### src/rtl/deq_pkg.sv
package deq_pkg;

    localparam int DEPTH      = 16;
    localparam int DATA_WIDTH = 32;
    localparam int SLOT_W     = (DEPTH > 1) ? $clog2(DEPTH) : 1;
    localparam int CNT_W      = $clog2(DEPTH + 1);

    typedef logic [SLOT_W-1:0]     t_slot;
    typedef logic [CNT_W-1:0]      t_cnt;
    typedef logic [DATA_WIDTH-1:0] t_word;

    typedef enum logic [2:0] {
        FUNC_PUSH_TAIL    = 3'd0,
        FUNC_PUSH_HEAD    = 3'd1,
        FUNC_POP_HEAD     = 3'd2,
        FUNC_POP_TAIL     = 3'd3,
        FUNC_CLEAR        = 3'd4,
        FUNC_CURSOR_FIRST = 3'd5,
        FUNC_CURSOR_NEXT  = 3'd6
    } t_func;

    typedef enum logic [1:0] {
        ST_OK    = 2'd0,
        ST_EMPTY = 2'd1,
        ST_FULL  = 2'd2,
        ST_NULL  = 2'd3
    } t_status;

    typedef struct packed {
        logic [2:0] func;
        t_word      data_word;
    } t_item;

    typedef struct packed {
        t_word      data_out;
        logic [1:0] status;
        t_cnt       count;
        t_word      head_word;
        t_word      tail_word;
    } t_result;

    function automatic t_slot slot_inc(input t_slot s);
        return (s == t_slot'(DEPTH - 1)) ? '0 : t_slot'(s + 1'b1);
    endfunction

    function automatic t_slot slot_dec(input t_slot s);
        return (s == '0) ? t_slot'(DEPTH - 1) : t_slot'(s - 1'b1);
    endfunction

    // head plus an offset of at most DEPTH, wrapped once
    function automatic t_slot slot_add(input t_slot s, input t_cnt off);
        logic [CNT_W:0] sum;
        sum = (CNT_W + 1)'(s) + (CNT_W + 1)'(off);
        if (sum >= (CNT_W + 1)'(DEPTH)) begin
            sum = sum - (CNT_W + 1)'(DEPTH);
        end
        return t_slot'(sum);
    endfunction

endpackage

### src/rtl/double_ended_queue.sv
// Bounded double-ended queue over a ring of DEPTH words. One command is taken on every
// clock in which start is high; busy stays low, so commands may follow back to back.
// Each command yields exactly one result beat on o_result, marked by o_strobe, in the clock
// after the command was taken. The receiver cannot stall: a beat not sampled in its
// cycle is gone. The ring is a single-write, single-read memory with registered read
// data; head and tail words are kept in registers, so every command needs at most one
// ring read, which lets each result come in the cycle after its command.
module double_ended_queue (
    input  logic           i_clk,
    input  logic           i_rst_n,
    input  logic           start,
    output logic           busy,
    input  deq_pkg::t_item i_item,
    output logic           o_strobe,
    output deq_pkg::t_result o_result
);
    import deq_pkg::*;

    t_word   r_ring [DEPTH];
    t_word   r_rd_data;

    t_slot   r_head, n_head;
    t_cnt    r_count, n_count;
    t_slot   r_cursor, n_cursor;
    logic    r_cursor_valid, n_cursor_valid;
    t_word   r_head_word, n_head_word;
    t_word   r_tail_word, n_tail_word;
    logic    r_head_rd, n_head_rd;
    logic    r_tail_rd, n_tail_rd;

    logic    r_valid;
    t_word   r_data, n_data;
    logic    r_data_rd, n_data_rd;
    t_status r_status, n_status;

    logic    rd_en;
    t_slot   rd_addr;
    logic    wr_en;
    t_slot   wr_addr;

    t_word   eff_head;
    t_word   eff_tail;
    t_slot   tail_slot;

    assign busy      = 1'b0;
    assign eff_head  = r_head_rd ? r_rd_data : r_head_word;
    assign eff_tail  = r_tail_rd ? r_rd_data : r_tail_word;
    assign tail_slot = slot_add(r_head, t_cnt'(r_count - 1'b1));

    always_comb begin
        n_head         = r_head;
        n_count        = r_count;
        n_cursor       = r_cursor;
        n_cursor_valid = r_cursor_valid;
        n_head_word    = eff_head;
        n_tail_word    = eff_tail;
        n_head_rd      = 1'b0;
        n_tail_rd      = 1'b0;
        n_data         = '0;
        n_data_rd      = 1'b0;
        n_status       = ST_OK;
        rd_en          = 1'b0;
        rd_addr        = '0;
        wr_en          = 1'b0;
        wr_addr        = '0;
        if (start) begin
            case (i_item.func)
                FUNC_PUSH_TAIL, FUNC_PUSH_HEAD: begin
                    if (i_item.data_word == '0) begin
                        n_status = ST_NULL;
                    end else if (r_count == t_cnt'(DEPTH)) begin
                        n_status = ST_FULL;
                    end else begin
                        wr_en   = 1'b1;
                        n_count = t_cnt'(r_count + 1'b1);
                        n_data  = i_item.data_word;
                        if (i_item.func == FUNC_PUSH_TAIL) begin
                            wr_addr     = slot_add(r_head, r_count);
                            n_tail_word = i_item.data_word;
                            if (r_count == '0) begin
                                n_head_word = i_item.data_word;
                            end
                        end else begin
                            wr_addr     = slot_dec(r_head);
                            n_head      = slot_dec(r_head);
                            n_head_word = i_item.data_word;
                            if (r_count == '0) begin
                                n_tail_word = i_item.data_word;
                            end
                        end
                    end
                end
                FUNC_POP_HEAD: begin
                    if (r_count == '0) begin
                        n_status = ST_EMPTY;
                    end else begin
                        n_data  = eff_head;
                        n_count = t_cnt'(r_count - 1'b1);
                        n_head  = slot_inc(r_head);
                        if (r_cursor_valid && r_cursor == r_head) begin
                            n_cursor_valid = 1'b0;
                        end
                        if (r_count == t_cnt'(1)) begin
                            n_head_word = '0;
                            n_tail_word = '0;
                        end else begin
                            rd_en     = 1'b1;
                            rd_addr   = slot_inc(r_head);
                            n_head_rd = 1'b1;
                        end
                    end
                end
                FUNC_POP_TAIL: begin
                    if (r_count == '0) begin
                        n_status = ST_EMPTY;
                    end else begin
                        n_data  = eff_tail;
                        n_count = t_cnt'(r_count - 1'b1);
                        if (r_cursor_valid && r_cursor == tail_slot) begin
                            n_cursor_valid = 1'b0;
                        end
                        if (r_count == t_cnt'(1)) begin
                            n_head_word = '0;
                            n_tail_word = '0;
                        end else begin
                            rd_en     = 1'b1;
                            rd_addr   = slot_dec(tail_slot);
                            n_tail_rd = 1'b1;
                        end
                    end
                end
                FUNC_CLEAR: begin
                    n_count        = '0;
                    n_head         = '0;
                    n_cursor_valid = 1'b0;
                    n_head_word    = '0;
                    n_tail_word    = '0;
                end
                FUNC_CURSOR_FIRST: begin
                    if (r_count == '0) begin
                        n_cursor_valid = 1'b0;
                        n_status       = ST_EMPTY;
                    end else begin
                        n_cursor       = r_head;
                        n_cursor_valid = 1'b1;
                        n_data         = eff_head;
                    end
                end
                FUNC_CURSOR_NEXT: begin
                    if (!r_cursor_valid || r_count == '0 || r_cursor == tail_slot) begin
                        n_cursor_valid = 1'b0;
                        n_status       = ST_EMPTY;
                    end else begin
                        n_cursor  = slot_inc(r_cursor);
                        rd_en     = 1'b1;
                        rd_addr   = slot_inc(r_cursor);
                        n_data_rd = 1'b1;
                    end
                end
                default: begin
                    n_status = ST_EMPTY;
                end
            endcase
        end
    end

    // ring memory
    always_ff @(posedge i_clk) begin
        if (wr_en) begin
            r_ring[wr_addr] <= i_item.data_word;
        end
        if (rd_en) begin
            r_rd_data <= r_ring[rd_addr];
        end
    end

    always_ff @(posedge i_clk) begin
        if (!i_rst_n) begin
            r_head         <= '0;
            r_count        <= '0;
            r_cursor       <= '0;
            r_cursor_valid <= 1'b0;
            r_head_word    <= '0;
            r_tail_word    <= '0;
            r_head_rd      <= 1'b0;
            r_tail_rd      <= 1'b0;
            r_valid        <= 1'b0;
            r_data_rd      <= 1'b0;
        end else begin
            r_head         <= n_head;
            r_count        <= n_count;
            r_cursor       <= n_cursor;
            r_cursor_valid <= n_cursor_valid;
            r_head_word    <= n_head_word;
            r_tail_word    <= n_tail_word;
            r_head_rd      <= n_head_rd;
            r_tail_rd      <= n_tail_rd;
            r_valid        <= start;
            r_data_rd      <= n_data_rd;
        end
    end

    // result beat
    always_ff @(posedge i_clk) begin
        r_data   <= n_data;
        r_status <= n_status;
    end

    assign o_strobe           = r_valid;
    assign o_result.data_out  = r_data_rd ? r_rd_data : r_data;
    assign o_result.status    = r_status;
    assign o_result.count     = r_count;
    assign o_result.head_word = eff_head;
    assign o_result.tail_word = eff_tail;

endmodule

### config.mk
export PLATFORM = sky130hd
export DESIGN_NAME = double_ended_queue
export DESIGN_NICKNAME = d
export VERILOG_FILES = /design/src/rtl/deq_pkg.sv /design/src/rtl/double_ended_queue.sv
export SDC_FILE = /design/constraint.sdc
export NUM_CORES = 1
export LEC_CHECK = 0
export ABC_AREA = 1
export BUFFER_PORTS_ARGS = -buffer_cell sky130_fd_sc_hd__buf_2
export CAP_MARGIN = 40
export CORE_AREA = 8 8 381 235
export CTS_CLUSTER_SIZE = 14
export DETAILED_ROUTE_END_ITERATION = 16
export DIE_AREA = 0 0 389 243
export MAX_ROUTING_LAYER = met4
export SYNTH_ARGS = -nofsm -noshare
export SYNTH_HDL_FRONTEND = slang
export SYNTH_SLANG_ARGS = --single-unit
export TNS_END_PERCENT = 30
### constraint.sdc
create_clock -name i_clk -period 5.7 [get_ports i_clk]
set_clock_uncertainty 0.1 [all_clocks]
set_input_delay 0.57 -clock i_clk [delete_from_list [all_inputs] [get_ports i_clk]]
set_output_delay 0.57 -clock i_clk [all_outputs]
set_load 0.005 [all_outputs]
# [Yosys cells after proc, flatten, opt, wreduce, memory -nomap -nowiden]
# Memory sizes are Yosys's and may differ from the RTL's. A register that Yosys moved wholly into a read port is not among the register bits.
# Index checks and enable logic that the tools add are counted.
[word_totals] mem_count=1 ramBits=512 elab_cells=150 reg_bits=116
[mem_list] name="r_ring" depth=16 width=32 read_ports=1 rd_clocked_by_memory_dff=1 write_ports=1 line_no="double_ended_queue.sv:19" source="t_word r_ring [DEPTH];"
[op_classes] mux=77 n_addsub=10 n_eq_ne=23 reduce_logical=25 n_lt_le_gt_ge=2
[op_table] operator="2-to-1 mux 32 bit" count=21
[op_table] operator="case mux 32 bit (3 select lines)" count=3
[op_table] operator="2-to-1 mux 4 bit" count=23
[op_table] operator="logical NOT 32 bit" count=1
[op_table] operator="case mux 4 bit (3 select lines)" count=2
[op_table] operator="inequality test 2 bit (second input constant)" count=11
[op_table] operator="2-to-1 mux 1 bit" count=18
[op_table] operator="subtractor 4 x 1 -> 4 bit (second input constant)" count=4
[op_table] operator="2-to-1 mux 5 bit" count=3
[op_table] operator="case mux 5 bit (3 select lines)" count=1
[op_table] operator="adder 4 x 5 -> 6 bit" count=2
[op_table] operator="greater-or-equal comparator 6 x 5 -> 1 bit (second input constant)" count=2
[op_table] operator="== test 3 bit (second input constant)" count=3
[op_table] operator="AND reduction 3 bit" count=3
[op_table] operator="adder 4 x 1 -> 4 bit (second input constant)" count=2
[op_table] operator="== test 4 bit" count=2
[op_table] operator="== test 4 bit (second input constant)" count=2
[op_table] operator="logical NOT 4 bit" count=2
[op_table] operator="case mux 2 bit (4 select lines)" count=1
[op_table] operator="case mux 4 bit (2 select lines)" count=1
[op_table] operator="AND reduction 7 bit" count=1
[op_table] operator="== test 3 x 2 -> 1 bit (second input constant)" count=2
[op_table] operator="AND reduction 6 bit" count=1
[op_table] operator="nonzero test 3 bit" count=2
[op_table] operator="19 further kinds" count=24

# [Longest topological paths before layout]
# Gate-level depths: netlist of the first run.
[logic_depth] depth_word=10 ltp_mapped=20 mapped_depth_nobuf=19

# [Worst setup path before layout of the first run]
# OpenSTA, ideal clock, no wires.
[synth_timing] kind="input-to-reg" from="input i_item[23] in the netlist's numbering" to="memory r_ring[0][0] in the netlist's numbering (enable)" arrival_time_ns=4.075 setup_ns=0.461 n_path_buf=0 slack_ns=1.064 cell_stages=9 path_cell_list="nor4_1 -> nand4_1 -> o21bai_1 -> nor2_2 -> nand2_1 -> inv_1 -> nand2_1 -> o21ai_0 -> nor3_1"
[synth_via] elab_chain_cells=6 elab_cells_between_ends=9
[synth_rtl] element="start: declaration" line_no="double_ended_queue.sv:13" source="input deq_pkg::t_item i_item,"
[synth_rtl] element="logical NOT 32 bit *" line_no="double_ended_queue.sv:69" source="if (i_item.data_word == '0) begin"
[synth_rtl] element="2-to-1 mux 1 bit" line_no="double_ended_queue.sv:69"
[synth_rtl] element="2-to-1 mux 1 bit" line_no="double_ended_queue.sv:67" source="case (i_item.func)"
[synth_rtl] element="2-to-1 mux 1 bit" line_no="double_ended_queue.sv:66" source="if (start) begin"
[synth_rtl] element="2-to-1 mux 1 bit" line_no="double_ended_queue.sv:169" source="if (wr_en) begin"
[synth_rtl] element="2-to-1 mux 1 bit (not written as such)" line_no="double_ended_queue.sv:170" source="r_ring[wr_addr] <= i_item.data_word;"
[synth_rtl] element="end: declaration" line_no="double_ended_queue.sv:19"
# Mark *: on every way between the ends. The rest lies on a longest branch, timed or not.

# [Final worst setup path of the first run]
[layout_timing] from="register r_count[0]" to="register r_rd_data[27] (read register of r_ring) (data pin)"
[layout_via] elab_chain_cells=10 elab_cells_between_ends=25
[layout_rtl] element="start: declaration" line_no="double_ended_queue.sv:23" source="t_cnt r_count, n_count;"
[layout_rtl] element="start signal: assignment" line_no="double_ended_queue.sv:191" source="r_count <= n_count;"
[layout_rtl] element="subtractor 5 x 1 -> 5 bit" line_no="double_ended_queue.sv:48" source="assign tail_slot = slot_add(r_head, t_cnt'(r_count - 1'b1));"
[layout_rtl] element="adder 4 x 5 -> 6 bit" line_no="deq_pkg.sv:53" source="sum = (CNT_W + 1)'(s) + (CNT_W + 1)'(off);"
[layout_rtl] element="greater-or-equal comparator 6 x 5 -> 1 bit / subtractor 4 x 1 -> 4 bit (equally long branches)" line_no="deq_pkg.sv:54, deq_pkg.sv:55"
[layout_rtl] element="2-to-1 mux 4 bit" line_no="deq_pkg.sv:54" source="if (sum >= (CNT_W + 1)'(DEPTH)) begin"
[layout_rtl] element="subtractor 4 x 1 -> 4 bit / logical NOT 4 bit (equally long branches)" line_no="deq_pkg.sv:47" source="return (s == '0) ? t_slot'(DEPTH - 1) : t_slot'(s - 1'b1);"
[layout_rtl] element="2-to-1 mux 4 bit" line_no="deq_pkg.sv:47"
[layout_rtl] element="2-to-1 mux 4 bit" line_no="double_ended_queue.sv:122" source="if (r_count == t_cnt'(1)) begin"
[layout_rtl] element="2-to-1 mux 4 bit" line_no="double_ended_queue.sv:114" source="if (r_count == '0) begin"
[layout_rtl] element="case mux 4 bit (3 select lines)" line_no="double_ended_queue.sv:67"
[layout_rtl] element="2-to-1 mux 4 bit" line_no="double_ended_queue.sv:66"
[layout_rtl] element="end: declaration" line_no="double_ended_queue.sv:20" source="t_word r_rd_data;"
# Parallel ways exist; a longest one is shown, timed or not.
# A chain may end at the register's enable or synchronous reset.

==> results.sh, run 1 <==
export IMPL_critPathSlowestCell="nand2_4"
export IMPL_synth_simple_area_share_pct=23.2
export IMPL_synth_xor_area_share_pct=0.399
export IMPL_dr_total_vias=23800
export IMPL_insertion_delay_ns=0.63
export IMPL_critPathLaunchType="flip-flop"
export IMPL_fp_dieH_um=243
export IMPL_worstPathBufferInverterCount=2
export IMPL_yosys_warnings=0
export IMPL_yosysMostFrequentCell="nand3_1"
export IMPL_core_um2=84100
export IMPL_slowest_delay_ns=0.68
export IMPL_period_needed_ns=4.71
export IMPL_top_level_ports=143
export IMPL_crit_family="simple AND/OR/NAND/NOR gates"
export IMPL_hp_start="i_item[20]"
export IMPL_hold_end="r_ring[8][20]$_DFFE_PP_"
export IMPL_drt_total_wl_mm=98.8
export IMPL_layout_area_overhead_vs_synth_pct=13.0
export IMPL_cts_buffers=57
export IMPL_switching_share_pct=25.5
export IMPL_synth_distinct_cells=44
export IMPL_crit_path_max_fanout=79
export IMPL_io_buffers=141
export IMPL_grt_pass1_vias=21700
export IMPL_clk_pin_slew_ns=0.07
export IMPL_rsz0062_at_grt="no"
export IMPL_drt_iter0_drc=2882
export IMPL_synth_edf_count=544
export IMPL_status="complete, no violations"
export IMPL_ant_nets=0
export IMPL_endpoint_kind="flip-flop"
export IMPL_r2r_start="r_count[0]$_SDFFE_PN0P_"
export IMPL_cts_tree="yes"
export IMPL_gp_congestion=0.923
export IMPL_fin_nets=3326
export IMPL_period_share_pct=82.7
export IMPL_clock_fmax_mhz=212
export IMPL_netlist_area_um2=30700
export IMPL_synth_top_family_by_area="simple AND/OR/NAND/NOR gates"
export IMPL_cp_required_ns=5.98
export IMPL_ys_seq_area_share_pct=60.8
export IMPL_wl_met1_mm=45.7
export IMPL_ff2ff_setup_slack_ns=0.99
export IMPL_grt_max_degree=109
export IMPL_yosys_area_top_type_share_pct=53.2
export IMPL_p_per_area_nw_per_um2=294
export IMPL_cts_resized=0
export IMPL_slew_violations=0
export IMPL_synth_seq_cells=660
export IMPL_power_frac_comb_pct=10.2
export IMPL_hold_path_class="input port to flip-flop"
export IMPL_cp_startpoint="r_count[0]$_SDFFE_PN0P_"
export IMPL_grt_usage_pct=20.5
export IMPL_syn_num_nets=3251
export IMPL_grt_pass1_wl_mm=146
export IMPL_final_layout_size_suffix_gt1_share_pct=10.9
export IMPL_p_sw_mw=2.61
export IMPL_wl_met2_mm=40.9
export IMPL_die_x_um=389
export IMPL_dp_cells=4317
export IMPL_rows=83
export IMPL_synthFlopType="edfxtp_1"
export IMPL_p_int_mw=7.60
export IMPL_postSynthCellCount=3196
export IMPL_vdd_ir_drop_worst_mv=0.224
export IMPL_met3WireLength_mm=10.8
export IMPL_cts_buffer_depth=3
export IMPL_r2r_end="r_rd_data[27]$_DFFE_PP_"
export IMPL_die_area_um2=94500
export IMPL_drc_errors=0
export IMPL_max_cap_violations=0
export IMPL_htreeDepth=2
export IMPL_clockPowerShare_pct=37.4
export IMPL_postCtsSetupRepairBufs=0
export IMPL_antenna_found_initial=1
export IMPL_finalSetupViolations=0
export IMPL_reg2reg_depth=19
export IMPL_sequentialPowerShare_pct=52.4
export IMPL_synthAdderAreaFrac_pct=0.742
export IMPL_root_buffer="clkbuf_16"
export IMPL_setup_tns_ns=0
export IMPL_dp_hpwl_mm=60.1
export IMPL_clock_sinks=660
export IMPL_hold_viol_final=0
export IMPL_synth_mux_area_share_pct=0
export IMPL_crit_chain="inv_1 -> ha_1 -> xor2_1 -> ha_1 -> nand2_1 -> nand2_1 -> nor2_1 -> nand3_1 -> nand3_1 -> nand2_1 -> a21oi_4 -> nand2_8 -> nand2_4 -> buf_12 -> nand2_1 -> nand3_1 -> nand3_1 -> nand3_1 -> nand2_1"
export IMPL_hold_buffers=0
export IMPL_wire_per_inst_um=22.4
export IMPL_vias_per_cell=5.39
export IMPL_crit_type="flip-flop to flip-flop"
export IMPL_grt_ovfl_total=0
export IMPL_diodes=0
export IMPL_synth_top_cell_by_area="edfxtp_1"
export IMPL_tightest_slew_ns=0.896
export IMPL_syn_avg_cell_area_um2=9.61
export IMPL_synth_area_leaders="edfxtp_1 53%, nand3_1 11%, dfxtp_1 7.6%"
export IMPL_synth_commonest_cells="661 x nand3_1, 544 x edfxtp_1, 495 x inv_1"
export IMPL_leakage_nw=14.2
export IMPL_relSlewSlack_pct=39.8
export IMPL_top_layer="met4"
export IMPL_holdPathStages=1
export IMPL_ys_async_sr_fraction_pct=0
export IMPL_cp_arrival_ns=4.99
export IMPL_first_pass_iters=8
export IMPL_final_cells=4416
export IMPL_synth_compound_area_share_pct=5.53
export IMPL_start_util_pct=36.5
final cells by class:
type,instances,area (um2)
fill,8146,49400
sequential,660,18700
multi-input combinational,1813,9360
inverter,516,1940
timing repair buffer,223,1640
clock buffer,80,1540
tap,1105,1380
clock inverter,19,173
worst max-delay path by stage:
stage / to / slack, ns / cells after the start
detailed placement: r_rd_data[27]$_DFFE_PP_ / 1.06 / 19
CTS: r_rd_data[27]$_DFFE_PP_ / 1.07 / 17
finish: r_rd_data[27]$_DFFE_PP_ / 0.99 / 19
global placement: r_ring[2][11]$_DFFE_PP_ / 1.04 / 12
floorplan: r_ring[0][0]$_DFFE_PP_ / 1.06 / 9
global route: r_rd_data[27]$_DFFE_PP_ / 0.60 / 19
through the flow:
step / cell area [um2] / worst slack [ns] / util (%) / total power [mW] / hold WS, ns
5_1_grt: 34700 / 0.602 / 41.3 / 10.5 / 0.126
2_1_floorplan: 30700 / 1.06 / - / 6.05 / 0.324
6_report: 34700 / 0.989 / 41.3 / 10.2 / 0.161
3_3_place_gp: 32700 / 1.04 / 38.9 / 6.45 / 0.335
4_1_cts: 34700 / 1.07 / 41.3 / 10.2 / 0.117
3_5_place_dp: 33000 / 1.06 / 39.2 / 6.47 / 0.348
state kept, by name (all words and copies together), names as in the netlist, 4 cells and up:
register,flops
r_count,5
r_cursor,4
r_data,32
r_head,4
r_head_word,32
r_rd_data,32
r_ring,512
r_tail_word,32
cells by family (layout without fill, tap and decap cells):
family | Yosys count | count (layout)
compound gates | 308 | 308
xor+xnor | 14 | 14
buf+inv | 723 | 838
flops | 660 | 660
fa+ha+maj | 17 | 17
simple gates | 1473 | 1473
other cells | 1 | 1
power by group through the flow:
stage | Sequential (mW) | Combinational [mW] | Clock, mW
global route | 5.35 | 1.13 | 4.07
finish | 5.35 | 1.04 | 3.82
detailed placement | 5.45 | 1.02 | 0
CTS | 5.35 | 1.02 | 3.87
global placement | 5.45 | 0.998 | 0
floorplan | 5.44 | 0.607 | 0
cell usage in the layout, fill, tap and decap left out, types with 3 or more instances in the layout:
| master | n |
|---|---|
| inv_2 | 19 |
| or2_1 | 11 |
| xnor2_1 | 6 |
| nand3b_1 | 160 |
| nor3_1 | 5 |
| nand2_2 | 5 |
| a21oi_4 | 3 |
| clkbuf_16 | 58 |
| a31oi_1 | 24 |
| buf_4 | 56 |
| nor4_1 | 5 |
| xor2_1 | 8 |
| nand3_1 | 661 |
| buf_12 | 14 |
| edfxtp_1 | 544 |
| dfxtp_1 | 113 |
| clkinv_2 | 8 |
| o22ai_1 | 54 |
| nor2_1 | 128 |
| clkbuf_1 | 21 |
| buf_16 | 7 |
| clkinv_1 | 9 |
| dfxtp_2 | 3 |
| or2_2 | 3 |
| buf_2 | 144 |
| ha_1 | 15 |
| inv_1 | 494 |
| a22oi_1 | 13 |
| nor2_4 | 16 |
| nand2_4 | 3 |
| o21ai_0 | 55 |
| nand4_1 | 6 |
| bufinv_16 | 3 |
| nand2_1 | 458 |
| a21oi_1 | 151 |
| nor2_2 | 4 |
per-layer routing:
| layer | global-route usage [%] | vias to the layer above |
|---|---|---|
| met5 | - | - |
| met3 | 4.07 | 111 |
| met2 | 28.4 | 1267 |
| met1 | 31.3 | 11500 |
| met4 | 3.27 | 0 |
| li1 | - | 10900 |
No activity file was read; power rests on OpenSTA's default activity.
==> run 2: changes to the inputs <==
--- a/config.mk
+++ b/config.mk
@@ -5,13 +5,13 @@
 export SDC_FILE = /design/constraint.sdc
 export NUM_CORES = 1
 export LEC_CHECK = 0
-export ABC_AREA = 1
+export ABC_AREA = 0
 export BUFFER_PORTS_ARGS = -buffer_cell sky130_fd_sc_hd__buf_2
 export CAP_MARGIN = 40
-export CORE_AREA = 8 8 381 235
+export CORE_AREA = 8 8 364 224
 export CTS_CLUSTER_SIZE = 14
 export DETAILED_ROUTE_END_ITERATION = 16
-export DIE_AREA = 0 0 389 243
+export DIE_AREA = 0 0 372 232
 export MAX_ROUTING_LAYER = met4
 export SYNTH_ARGS = -nofsm -noshare
 export SYNTH_HDL_FRONTEND = slang
==> constraint.sdc (replaced) <==
create_clock -name i_clk -period 4.15 [get_ports i_clk]
set_clock_uncertainty 0.1 [all_clocks]
set_input_delay 0.415 -clock i_clk [delete_from_list [all_inputs] [get_ports i_clk]]
set_output_delay 0.415 -clock i_clk [all_outputs]
set_load 0.005 [all_outputs]
==> results.sh, run 2 <==
export IMPL_p_sw_mw=2.98
export IMPL_dp_hpwl_mm=53.7
export IMPL_antenna_found_initial=1
export IMPL_switching_share_pct=22.6
export IMPL_period_needed_ns=3.98
export IMPL_synth_commonest_cells="544 x edfxtp_1, 188 x nand2_1, 137 x nor2_1"
export IMPL_grt_max_degree=73
export IMPL_grt_usage_pct=20.2
export IMPL_yosysMostFrequentCell="edfxtp_1"
export IMPL_cts_tree="yes"
export IMPL_total_power_mw=13.2
export IMPL_largest_register="r_ring"
export IMPL_core_um2=76400
export IMPL_status="complete, no violations"
export IMPL_clock_fmax_mhz=252
export IMPL_crit_type="flip-flop to flip-flop"
export IMPL_cp_arrival_ns=4.24
export IMPL_worst_slack_ns=0.175
export IMPL_sequentialPowerShare_pct=55.0
export IMPL_rows=79
export IMPL_synth_edf_count=544
export IMPL_worstPathBufferInverterCount=3
export IMPL_tightest_slew_ns=0.641
export IMPL_syn_avg_cell_area_um2=13.4
export IMPL_hold_path_class="input port to flip-flop"
export IMPL_netlist_area_um2=27900
export IMPL_clock_sinks=660
export IMPL_critPathLaunchType="flip-flop"
export IMPL_postSynthCellCount=2087
export IMPL_crit_path_max_fanout=36
export IMPL_layout_area_overhead_vs_synth_pct=17.1
export IMPL_final_layout_size_suffix_gt1_share_pct=20.4
export IMPL_crit_top_cell="ha_1"
export IMPL_holdWs_ns=0.0736
export IMPL_drc_errors=0
export IMPL_synth_distinct_cells=63
export IMPL_synth_seq_cells=660
export IMPL_relSlewSlack_pct=57.3
export IMPL_p_per_area_nw_per_um2=404
export IMPL_root_buffer="clkbuf_16"
export IMPL_final_cell_mix="544 x edfxtp_1, 185 x nand2_1, 141 x buf_2"
export IMPL_htreeDepth=2
export IMPL_multi_input_area_um2=8570
export IMPL_ys_async_sr_fraction_pct=0
export IMPL_slew_violations=0
export IMPL_syn_num_nets=2142
export IMPL_top_level_ports=143
export IMPL_die_x_um=372
export IMPL_p_int_mw=10.2
export IMPL_insertion_delay_ns=0.62
export IMPL_yosys_warnings=0
export IMPL_power_frac_comb_pct=6.6
export IMPL_cp_required_ns=4.42
export IMPL_grt_ovfl_total=0
export IMPL_vdd_ir_drop_worst_mv=0.296
export IMPL_dr_total_vias=19100
export IMPL_endpoint_kind="flip-flop"
export IMPL_wire_per_inst_um=26.3
export IMPL_period_share_pct=95.8
export IMPL_fin_util_pct=42.7
export IMPL_die_area_um2=86300
export IMPL_io_buffers=141
export IMPL_start_util_pct=36.5
export IMPL_largest_reg_flops=512
export IMPL_leakage_nw=11.8
export IMPL_clk_pin_slew_ns=0.07
export IMPL_fp_dieH_um=232
export IMPL_crit_chain="inv_1 -> ha_1 -> fa_1 -> ha_1 -> a2111oi_0 -> buf_4 -> a31o_2 -> nand2_2 -> buf_12 -> or3_1 -> a41o_1"
export IMPL_drt_iter0_drc=2193
export IMPL_fin_nets=2316
export IMPL_place_area_um2=30900
export IMPL_drt_total_wl_mm=87.2
export IMPL_design_area_um2=32600
export IMPL_cts_buffers=56
export IMPL_yosys_area_top_type_share_pct=58.6
export IMPL_vias_per_cell=5.76
export IMPL_synth_area_leaders="edfxtp_1 59%, dfxtp_1 8.3%, mux2i_1 4.6%"
export IMPL_finalSetupViolations=0
export IMPL_final_common_cell="edfxtp_1"
export IMPL_crit_family="adder cells"
export IMPL_cts_buffer_depth=3
export IMPL_ys_seq_area_share_pct=66.9
export IMPL_seq_area_um2=18700
export IMPL_rsz0062_at_grt="no"
export IMPL_slowest_delay_ns=0.56
export IMPL_critPathSlowestCell="a2111oi_0"
export IMPL_first_pass_iters=7
export IMPL_clockPowerShare_pct=38.4
export IMPL_cts_resized=0
export IMPL_hold_viol_final=0
export IMPL_n_fill_cell=6893
export IMPL_synth_top_cell_by_area="edfxtp_1"
export IMPL_dp_slack_ns=0.270
export IMPL_synthFlopType="edfxtp_1"
export IMPL_gp_congestion=0.942
export IMPL_max_cap_violations=0
export IMPL_grt_pass1_vias=19000
export IMPL_ant_nets=0
export IMPL_grt_pass1_wl_mm=127
-- run 2: cell count changes after synthesis, moves of 62 or more --
cell	delta
nand3_1	-618
inv_1	-421
nand2_1	-272
mux2i_1	+128
mux2_2	+95
nor2b_1	+63
or3_1	+62
nand3b_1	-160
a21oi_1	-119
-- run 2: timing repair --
| action | CTS | global route |
|---|---|---|
| setup endpoints to repair | 0 | 0 |
| buffers inserted | 0 | 0 |
| endpoints found under the hold margin | 5 | 0 |
| hold buffers | 3 | 0 |
-- run 2: final timing paths --
path                                             startpoint                     endpoint  slack, ns  cells past startpoint
worst max-delay path                r_count[0]$_SDFFE_PN0P_       r_rd_data[3]$_DFFE_PP_       0.17                     11
worst min-delay path                             i_item[31]      r_ring[4][31]$_DFFE_PP_       0.07                      1
worst max register to register      r_count[0]$_SDFFE_PN0P_       r_rd_data[3]$_DFFE_PP_       0.17                     11
worst min register to register  r_cursor_valid$_SDFFE_PN0P_  r_cursor_valid$_SDFFE_PN0P_       0.48                      2
-- run 2: through the flow --
step                std cells  TNS [ns]
global route             3311         0
detailed placement       3212         0
global placement         3205         0
floorplan                2087   -193.60
CTS                      3310         0
finish                   3311         0
-- run 2: power by group through the flow --
stage,logic (mW),registers (mW),clock network [mW]
final,0.873,7.25,5.06
after global routing,0.936,7.25,5.39
after CTS,0.865,7.25,5.13
after detailed placement,0.858,7.40,0
after global placement,0.834,7.39,0
after floorplan,0.428,7.39,0
-- run 2: logic make-up (layout without fill, tap and decap cells) --
group                    after synthesis  in the layout  share of synthesized area [%]
adder cells (fa/ha/maj)               17             17                          0.817
flip-flops                           660            660                           66.9
AO/OA/AOI/OAI                        386            386                           10.3
multiplexers                         230            230                           8.81
buffers and inverters                217            428                           3.12
other                                  1              2                         0.0134
AND/OR/NAND/NOR                      555            555                           9.32
XOR/XNOR                              21             21                          0.709
-- run 2: routing by layer --
layer  vias up  GRT usage (%)  routed length [um]  share of wire [%]
met3       137           4.08                8030                9.2
met4         0           4.58                1960                2.2
met1      9657           28.5               38400                 44
met5         -              -                   0                  0
li1       8283              -                   -                  -
met2       988           29.9               38800                 45
-- run 2: area by class of cell --
cell class / count / share of cell area [%]
repair buffers: 259 / 6.72
clock inverters: 15 / 0.307
flip-flops and latches: 660 / 57.2
diodes: 1 / 0.00767
inverters: 74 / 0.851
multi-input cells: 1210 / 26.2
clock buffers: 80 / 4.83
well taps: 1012 / 3.88
-- run 2: worst reg2reg max path, stage by stage (launching register included) --
cell,delay [ns]
dfxtp_1,0.33
inv_1,0.08
ha_1,0.35
fa_1,0.51
ha_1,0.35
a2111oi_0,0.56
buf_4,0.23
a31o_2,0.21
nand2_2,0.13
buf_12,0.23
or3_1,0.41
a41o_1,0.24
